===== src/rtl/sdtq_pkg.sv =====
package sdtq_pkg;

  // Field widths of the time stamp, the handles and the pending count.
  localparam int SEC_BITS = 40;
  localparam int NSEC_BITS = 30;
  localparam int IN_HANDLE_BITS = 16;
  localparam int OUT_HANDLE_BITS = 16;
  localparam int PENDING_BITS = 5;

  // Default sizing.
  localparam int DEPTH_DEFAULT = 16;
  localparam int HANDLE_BITS_DEFAULT = 16;

  // Input commands.
  localparam logic CMD_SCHEDULE = 1'b0;
  localparam logic CMD_TICK = 1'b1;

  // Result kinds.
  localparam logic [1:0] KIND_SCHEDULED = 2'd0;
  localparam logic [1:0] KIND_FULL = 2'd1;
  localparam logic [1:0] KIND_EXPIRED = 2'd2;
  localparam logic [1:0] KIND_NONE = 2'd3;

endpackage


===== src/rtl/sorted_deadline_timer_queue.sv =====
// Sorted deadline timer queue. The block holds up to DEPTH timers, each an
// absolute deadline (seconds, nanoseconds) with a handle, in ascending
// deadline order in a single RAM used as a ring (head pointer plus count).
// A schedule word inserts its deadline behind every entry of equal or earlier
// deadline, so equal deadlines leave in arrival order; a full store answers
// with a rejected result. A tick word carries the current time and pops,
// front first, every entry whose deadline is strictly earlier, one expired
// result per entry with last set on the final one, or a single none-expired
// result. Deadlines compare as raw (seconds, nanoseconds) pairs. One word is
// worked at a time through one RAM read port, one RAM write port and two
// 70-bit comparators under a small sequencer; in_stall is high while it works.
// A rejected schedule passes through a reject state that emits its result.
// An accepted schedule walks from the tail toward the head, reading and
// comparing each entry and moving every later one up a slot, writes the new
// entry into the freed slot and then emits its result. A tick walks from the
// head, reading, comparing and popping each expired entry, until an entry
// that has not expired or an empty store ends the walk, then emits the final
// result. Every step that emits a result waits while out_stall holds the
// result register. The store needs no clearing pass after reset: only the
// first count slots behind the head are ever read.
module sorted_deadline_timer_queue import sdtq_pkg::*; #(
  parameter int DEPTH = DEPTH_DEFAULT,
  parameter int HANDLE_BITS = HANDLE_BITS_DEFAULT
) (
  input  logic                       clk,
  input  logic                       rst,
  input  logic                       in_valid,
  output logic                       in_stall,
  input  logic                       command,
  input  logic [SEC_BITS-1:0]        time_sec,
  input  logic [NSEC_BITS-1:0]       time_nsec,
  input  logic [IN_HANDLE_BITS-1:0]  handle,
  output logic                       out_valid,
  input  logic                       out_stall,
  output logic [1:0]                 kind,
  output logic [OUT_HANDLE_BITS-1:0] fired_handle,
  output logic                       last,
  output logic [PENDING_BITS-1:0]    pending
);

  localparam int AW = (DEPTH > 1) ? $clog2(DEPTH) : 1;
  localparam int CW = $clog2(DEPTH + 1);
  localparam int KW = SEC_BITS + NSEC_BITS;
  localparam int W = KW + HANDLE_BITS;

  // Sequencer states.
  localparam logic [2:0] S_IDLE     = 3'd0;
  localparam logic [2:0] S_REJECT   = 3'd1;
  localparam logic [2:0] S_INS_RD   = 3'd2;
  localparam logic [2:0] S_INS_CMP  = 3'd3;
  localparam logic [2:0] S_INS_FIN  = 3'd4;
  localparam logic [2:0] S_TICK_RD  = 3'd5;
  localparam logic [2:0] S_TICK_CMP = 3'd6;
  localparam logic [2:0] S_TICK_FIN = 3'd7;

  logic [2:0]             state, state_next;
  logic [AW-1:0]          head, head_next;
  logic [CW-1:0]          count, count_next;
  logic [CW-1:0]          pos, pos_next;
  logic                   have_held, have_held_next;
  logic [HANDLE_BITS-1:0] held_handle, held_handle_next;
  logic [CW-1:0]          held_pend, held_pend_next;

  // The word being worked on.
  logic [SEC_BITS-1:0]    sec_r;
  logic [NSEC_BITS-1:0]   nsec_r;
  logic [HANDLE_BITS-1:0] handle_r;

  logic                   rd_en, wr_en;
  logic [AW-1:0]          rd_addr, wr_addr;
  logic [W-1:0]           rd_data, wr_data;

  logic                   emit;
  logic [1:0]             emit_kind;
  logic [HANDLE_BITS-1:0] emit_handle;
  logic                   emit_last;
  logic [CW-1:0]          emit_pend;

  logic                   out_free;
  logic [KW-1:0]          new_key, ent_key;
  logic                   new_lt_ent, ent_lt_now;
  logic [CW-1:0]          pos_m1;
  logic [AW-1:0]          head_inc;

  // Logical slot j of the ring to a RAM address.
  function automatic logic [AW-1:0] phys(input logic [AW-1:0] base,
                                         input logic [CW-1:0] j);
    logic [AW:0] sum;
    sum = (AW+1)'(base) + (AW+1)'(j);
    if (sum >= (AW+1)'(DEPTH)) begin
      sum = sum - (AW+1)'(DEPTH);
    end
    return sum[AW-1:0];
  endfunction

  sdtq_ram #(
    .WIDTH     (W),
    .DEPTH     (DEPTH),
    .ADDR_BITS (AW)
  ) u_store (
    .clk     (clk),
    .wr_en   (wr_en),
    .wr_addr (wr_addr),
    .wr_data (wr_data),
    .rd_en   (rd_en),
    .rd_addr (rd_addr),
    .rd_data (rd_data)
  );

  assign in_stall = (state != S_IDLE);
  assign out_free = !out_valid || !out_stall;

  // The two comparators: the word's time against the entry just read, each way.
  assign new_key = {sec_r, nsec_r};
  assign ent_key = rd_data[W-1:HANDLE_BITS];
  assign new_lt_ent = (new_key < ent_key);
  assign ent_lt_now = (ent_key < new_key);

  assign pos_m1 = pos - CW'(1);
  assign head_inc = (head == AW'(DEPTH - 1)) ? '0 : head + AW'(1);

  always_comb begin
    state_next = state;
    head_next = head;
    count_next = count;
    pos_next = pos;
    have_held_next = have_held;
    held_handle_next = held_handle;
    held_pend_next = held_pend;

    emit = 1'b0;
    emit_kind = KIND_SCHEDULED;
    emit_handle = '0;
    emit_last = 1'b1;
    emit_pend = count;

    rd_en = 1'b0;
    rd_addr = head;
    wr_en = 1'b0;
    wr_addr = phys(head, pos);
    wr_data = {sec_r, nsec_r, handle_r};

    case (state)
      S_IDLE: begin
        if (in_valid) begin
          pos_next = count;
          have_held_next = 1'b0;
          if (command == CMD_TICK) begin
            state_next = S_TICK_RD;
          end else if (count == CW'(DEPTH)) begin
            state_next = S_REJECT;
          end else begin
            state_next = S_INS_RD;
          end
        end
      end

      S_REJECT: begin
        if (out_free) begin
          emit = 1'b1;
          emit_kind = KIND_FULL;
          state_next = S_IDLE;
        end
      end

      // Walk from the tail toward the head, moving later entries up a slot.
      S_INS_RD: begin
        if (pos == '0) begin
          wr_en = 1'b1;
          state_next = S_INS_FIN;
        end else begin
          rd_en = 1'b1;
          rd_addr = phys(head, pos_m1);
          state_next = S_INS_CMP;
        end
      end

      S_INS_CMP: begin
        wr_en = 1'b1;
        if (new_lt_ent) begin
          wr_data = rd_data;
          pos_next = pos_m1;
          state_next = S_INS_RD;
        end else begin
          state_next = S_INS_FIN;
        end
      end

      S_INS_FIN: begin
        if (out_free) begin
          emit = 1'b1;
          emit_kind = KIND_SCHEDULED;
          emit_pend = count + CW'(1);
          count_next = count + CW'(1);
          state_next = S_IDLE;
        end
      end

      S_TICK_RD: begin
        if (count == '0) begin
          state_next = S_TICK_FIN;
        end else begin
          rd_en = 1'b1;
          rd_addr = head;
          state_next = S_TICK_CMP;
        end
      end

      // An expired entry is held back one step so that the next compare can
      // tell whether it is the final result of this tick.
      S_TICK_CMP: begin
        if (ent_lt_now) begin
          if (!have_held || out_free) begin
            emit = have_held;
            emit_kind = KIND_EXPIRED;
            emit_handle = held_handle;
            emit_last = 1'b0;
            emit_pend = held_pend;
            held_handle_next = rd_data[HANDLE_BITS-1:0];
            held_pend_next = count - CW'(1);
            have_held_next = 1'b1;
            count_next = count - CW'(1);
            head_next = head_inc;
            state_next = S_TICK_RD;
          end
        end else begin
          state_next = S_TICK_FIN;
        end
      end

      S_TICK_FIN: begin
        if (out_free) begin
          emit = 1'b1;
          emit_last = 1'b1;
          if (have_held) begin
            emit_kind = KIND_EXPIRED;
            emit_handle = held_handle;
            emit_pend = held_pend;
          end else begin
            emit_kind = KIND_NONE;
            emit_pend = count;
          end
          have_held_next = 1'b0;
          state_next = S_IDLE;
        end
      end

      default: begin
        state_next = S_IDLE;
      end
    endcase
  end

  always_ff @(posedge clk) begin
    if (rst) begin
      state <= S_IDLE;
      head <= '0;
      count <= '0;
      pos <= '0;
      have_held <= 1'b0;
      out_valid <= 1'b0;
    end else begin
      state <= state_next;
      head <= head_next;
      count <= count_next;
      pos <= pos_next;
      have_held <= have_held_next;
      if (emit) begin
        out_valid <= 1'b1;
      end else if (!out_stall) begin
        out_valid <= 1'b0;
      end
    end
  end

  // Payload registers.
  always_ff @(posedge clk) begin
    held_handle <= held_handle_next;
    held_pend <= held_pend_next;
    if (state == S_IDLE && in_valid) begin
      sec_r <= time_sec;
      nsec_r <= time_nsec;
      handle_r <= HANDLE_BITS'(handle);
    end
    if (emit) begin
      kind <= emit_kind;
      fired_handle <= OUT_HANDLE_BITS'(emit_handle);
      last <= emit_last;
      pending <= PENDING_BITS'(emit_pend);
    end
  end

  // The store never claims more timers than it has slots.
  a_count_bound: assert property (@(posedge clk) disable iff (rst)
    count <= CW'(DEPTH))
    else $error("timer count exceeds depth");

  // Timers enter and leave one at a time.
  a_count_step: assert property (@(posedge clk) disable iff (rst)
    1'b1 |=> (count == $past(count) || count == $past(count) + CW'(1) ||
              count == $past(count) - CW'(1)))
    else $error("timer count jumped by more than one");

  // No expired entry is left behind once the block takes a new word.
  a_no_held_idle: assert property (@(posedge clk) disable iff (rst)
    !in_stall |-> !have_held)
    else $error("held expired entry while ready");

endmodule


===== src/rtl/sdtq_ram.sv =====
module sdtq_ram #(
  parameter int WIDTH = 8,
  parameter int DEPTH = 16,
  parameter int ADDR_BITS = (DEPTH > 1) ? $clog2(DEPTH) : 1
) (
  input  logic                 clk,
  input  logic                 wr_en,
  input  logic [ADDR_BITS-1:0] wr_addr,
  input  logic [WIDTH-1:0]     wr_data,
  input  logic                 rd_en,
  input  logic [ADDR_BITS-1:0] rd_addr,
  output logic [WIDTH-1:0]     rd_data
);

  logic [WIDTH-1:0] mem [DEPTH];

  // Read data is registered and holds until the next read.
  always_ff @(posedge clk) begin
    if (wr_en) begin
      mem[wr_addr] <= wr_data;
    end
    if (rd_en) begin
      rd_data <= mem[rd_addr];
    end
  end

endmodule

===== config.mk =====
export PLATFORM = sky130hd
export DESIGN_NAME = sorted_deadline_timer_queue
export DESIGN_NICKNAME = d
export VERILOG_FILES = /design/src/rtl/sdtq_pkg.sv /design/src/rtl/sorted_deadline_timer_queue.sv /design/src/rtl/sdtq_ram.sv
export SDC_FILE = /design/constraint.sdc
export NUM_CORES = 2
export LEC_CHECK = 0
export ABC_AREA = 1
export BUFFER_PORTS_ARGS = -buffer_cell sky130_fd_sc_hd__buf_2
export CAP_MARGIN = 20
export CORE_ASPECT_RATIO = 0.6
export CORE_UTILIZATION = 49
export CTS_CLUSTER_SIZE = 25
export DETAILED_ROUTE_END_ITERATION = 8
export PLACE_DENSITY = 0.67
export SETUP_SLACK_MARGIN = 0.2
export SYNTH_ARGS = -nofsm -noshare
export SYNTH_HDL_FRONTEND = slang
export SYNTH_SLANG_ARGS = --single-unit

===== constraint.sdc =====
create_clock -name clk -period 6.8 [get_ports clk]
set_input_delay 1.36 -clock clk [delete_from_list [all_inputs] [get_ports clk]]
set_output_delay 1.36 -clock clk [all_outputs]
set_load 0.02 [all_outputs]

==> flow_summary.toml <==
[place]
place_hpwl_um = 78590
gp_congestion = 0.8187
portBuffers = 116

[power_and_ir_drop]
total_power_uw = 26670
switchingPower_uw = 8281
p_clk_share_pct = 29.4
p_comb_share_pct = 23.1
p_leak_uw = 0.02344
vdd_drop_max_v = 0.0002884
intPower_uw = 18390
switching_share_pct = 31.05
seq_power_share_pct = 47.5
powerDensity_nw_per_um2 = 374.3

[cts]
cts_buffer_depth = 3
post_cts_buffers = 0
clock_latency_ns = 0.77
clk_pin_slew_ns = 0.07
cts_buffers = 142
clkSinkCount = 1612
cts_tree = "done"
holdBufCountCts = 0
cts_resized = 0
cts_root_buf = "clkbuf_16"
cts_max_level = 4

[logic_synthesis]
synth-seq-cells = 1612
seq_area_frac_synth_pct = 75.00
synthesis.nets = 5031
syn_area_sq_um = 64290
syn_inst = 4857
synth.avg_cell_area_sq_um = 13.24
ys_warn_count = 0
synthDistinctLibCells = 38

[global_route]
grt_antenna_before_repair = 6
grt_overflow = 0
grt_use_total_pct = 24.67
grt_pass1_wl_um = 244400
grt_max_degree = 209
grt_pass1_vias = 37690

[routing]
drt_drc_violations_left = 0
first_pass_iters = 6
viasPerCell = 5.968
dr_wl_met2_um = 74510
top_layer = "met5"
num_vias = 40250
routed-wl-met3_um = 16780
wl_met1_um = 70810
drt_wl_total_um = 165400
wire_per_inst_um = 24.52
ant_nets = 0
dr.first_iter.drc_count = 5372

[sta]
fmax_mhz = 204.9
fin_crit_sh_pct = 71.79
worst_pin_slew_ns = 1.134
final.setup_skew_ns = 0.03392
slew_viol_final = 0
tns_ns = 0
post-route-min-period_ns = 4.882
grt_setup_unrepaired = "no"
slew-limit-headroom_pct = 24.23
setup-violations-final = 0
hold_viol = 0

[floorplanning]
core_sq_um = 129500
die_area_sq_um = 132700
initial_utilization_pct = 49.63
num_rows = 102
die_h_um = 282.6
io_pins = 117
die_w_um = 469.6

[setup_path]
critPathRequiredTime_ns = 7.28
cp-end-kind = "flop"
cp-start-kind = "flop"
critPathKind = "flop to flop"
cp.arrival_ns = 5.36
cp_max_fo = 97

[finish]
most-common-layout-cells = "edfxtp_1, nor2_1, o21ai_0, nand2_1, o21ai_1"
nFillCells = 10340
nets = 5091
final_layout_size_suffix_gt1_share_pct = 9.033
area_growth_pct = 10.83
layout_commonest_cell = "edfxtp_1"

[flow_run]
cap_violations = 0

[hold_path]
hold_path.class = "flop to flop"

[status]
outcome = "finished, final reports clean"
-- worst paths after layout --
kind / startpoint / end / slack [ns] / depth (start not counted)
min: u_store.rd_data[4]$_DFFE_PP_ / held_handle[4]$_DFFE_PP_ / 0.49 / 0
max: u_store.rd_data[77]$_DFFE_PP_ / u_store.mem[6][11]$_DFFE_PP_ / 1.92 / 15
max reg2reg: u_store.rd_data[77]$_DFFE_PP_ / u_store.mem[6][11]$_DFFE_PP_ / 1.92 / 15
min reg2reg: u_store.rd_data[4]$_DFFE_PP_ / held_handle[4]$_DFFE_PP_ / 0.49 / 0
-- per-layer routing --
layer	global-route usage, %	vias up
met3	4.790	268
li1	-	18150
met5	0	-
met4	6.406	4
met2	37.98	2076
met1	36.07	19750
-- sequential cells by signal (all words and copies together), names as in the netlist --
register         flops
kind                 2
handle_r            16
state                3
nsec_r              30
last                 1
count                5
out_valid            1
held_handle         16
head                 4
have_held            1
pending              5
held_pend            5
fired_handle        16
u_store.rd_data     86
pos                  5
u_store.mem       1376
sec_r               40
-- cells in the mapped netlist --
master,count,area share (%)
nand3_1,78,0.61
a21oi_4,1,0.025
buf_2,133,1.0
nand2_1,300,1.8
and2_1,1,0.0097
nand2_4,1,0.018
fa_1,2,0.062
clkinv_1,2,0.012
o221ai_1,132,1.8
buf_4,12,0.14
inv_2,7,0.041
nor3_1,8,0.062
dfxtp_1,19,0.59
nor2_2,3,0.029
buf_1,7,0.041
o21a_1,1,0.012
ha_1,81,1.6
nand4_1,7,0.068
o21ai_1,237,1.8
xor2_1,11,0.15
o21ai_0,719,5.6
nor2_1,858,5.0
inv_1,159,0.93
a221oi_1,1,0.014
a21oi_1,52,0.40
o211ai_1,42,0.49
o21ai_2,3,0.041
clkbuf_1,153,0.89
or2_2,1,0.0097
o22ai_1,213,2.1
buf_6,3,0.053
nor4_1,2,0.019
xnor2_1,3,0.041
xor2_2,1,0.025
a21o_1,6,0.070
nand2_2,3,0.029
o21bai_1,2,0.023
edfxtp_1,1593,74
-- cells by family after synthesis --
family,Yosys count,share of synthesized area (%)
flip-flops,1612,75.00
buffers and inverters,476,3.143
XOR/XNOR,15,0.2160
AO/OA/AOI/OAI,1409,12.39
AND/OR/NAND/NOR,1262,7.613
adder cells (fa/ha/maj),83,1.639
-- power by group through the flow --
| stage | clock, uW | combinational [uW] | sequential [uW] |
|---|---|---|---|
| after CTS | 7930 | 6110 | 12700 |
| after detailed placement | 0 | 6080 | 12900 |
| after global placement | 0 | 5980 | 12900 |
| after floorplan | 0 | 4040 | 12900 |
| final | 7830 | 6170 | 12700 |
| after global routing | 8300 | 6830 | 12700 |
-- layout make-up --
type	count	area [sq um]	share of cell area, %
clock inverter	68	500.5	0.7024
tap	1716	2147	3.013
clock buffer	185	3905	5.480
timing repair buffer	224	1589	2.230
inverter	168	660.6	0.9271
antenna	2	5.005	0.007024
multi-input combinational	2769	14230	19.97
sequential	1612	48220	67.67
-- critical path, stage by stage (launching register included) --
cell      delay (ns)
edfxtp_1        0.41
ha_1            0.32
nand2_1         0.05
inv_1           0.06
nand3_1         0.08
nor2_1          0.54
nand2_1         0.16
nor4_1          0.28
nand2_1         0.15
nand2_2         0.17
nand3_1         0.09
buf_4           0.26
inv_6           0.65
buf_4           0.74
nand2_1         0.14
nand2_1         0.43
-- through the flow --
stage / area (sq um) / hold slack [ns] / std cells / setup slack (ns) / util, %
after floorplan: 64290 / 0.4268 / 4857 / 1.314 / -
after global placement: 66810 / 0.4664 / 6486 / 2.317 / 51.58
after CTS: 71240 / 0.4849 / 6740 / 2.012 / 54.99
after global routing: 71250 / 0.4909 / 6743 / 1.639 / 55.01
final: 71250 / 0.4880 / 6744 / 1.918 / 55.01
after detailed placement: 66830 / 0.4645 / 6487 / 2.073 / 51.59
Power figures use the tool's default switching activity.
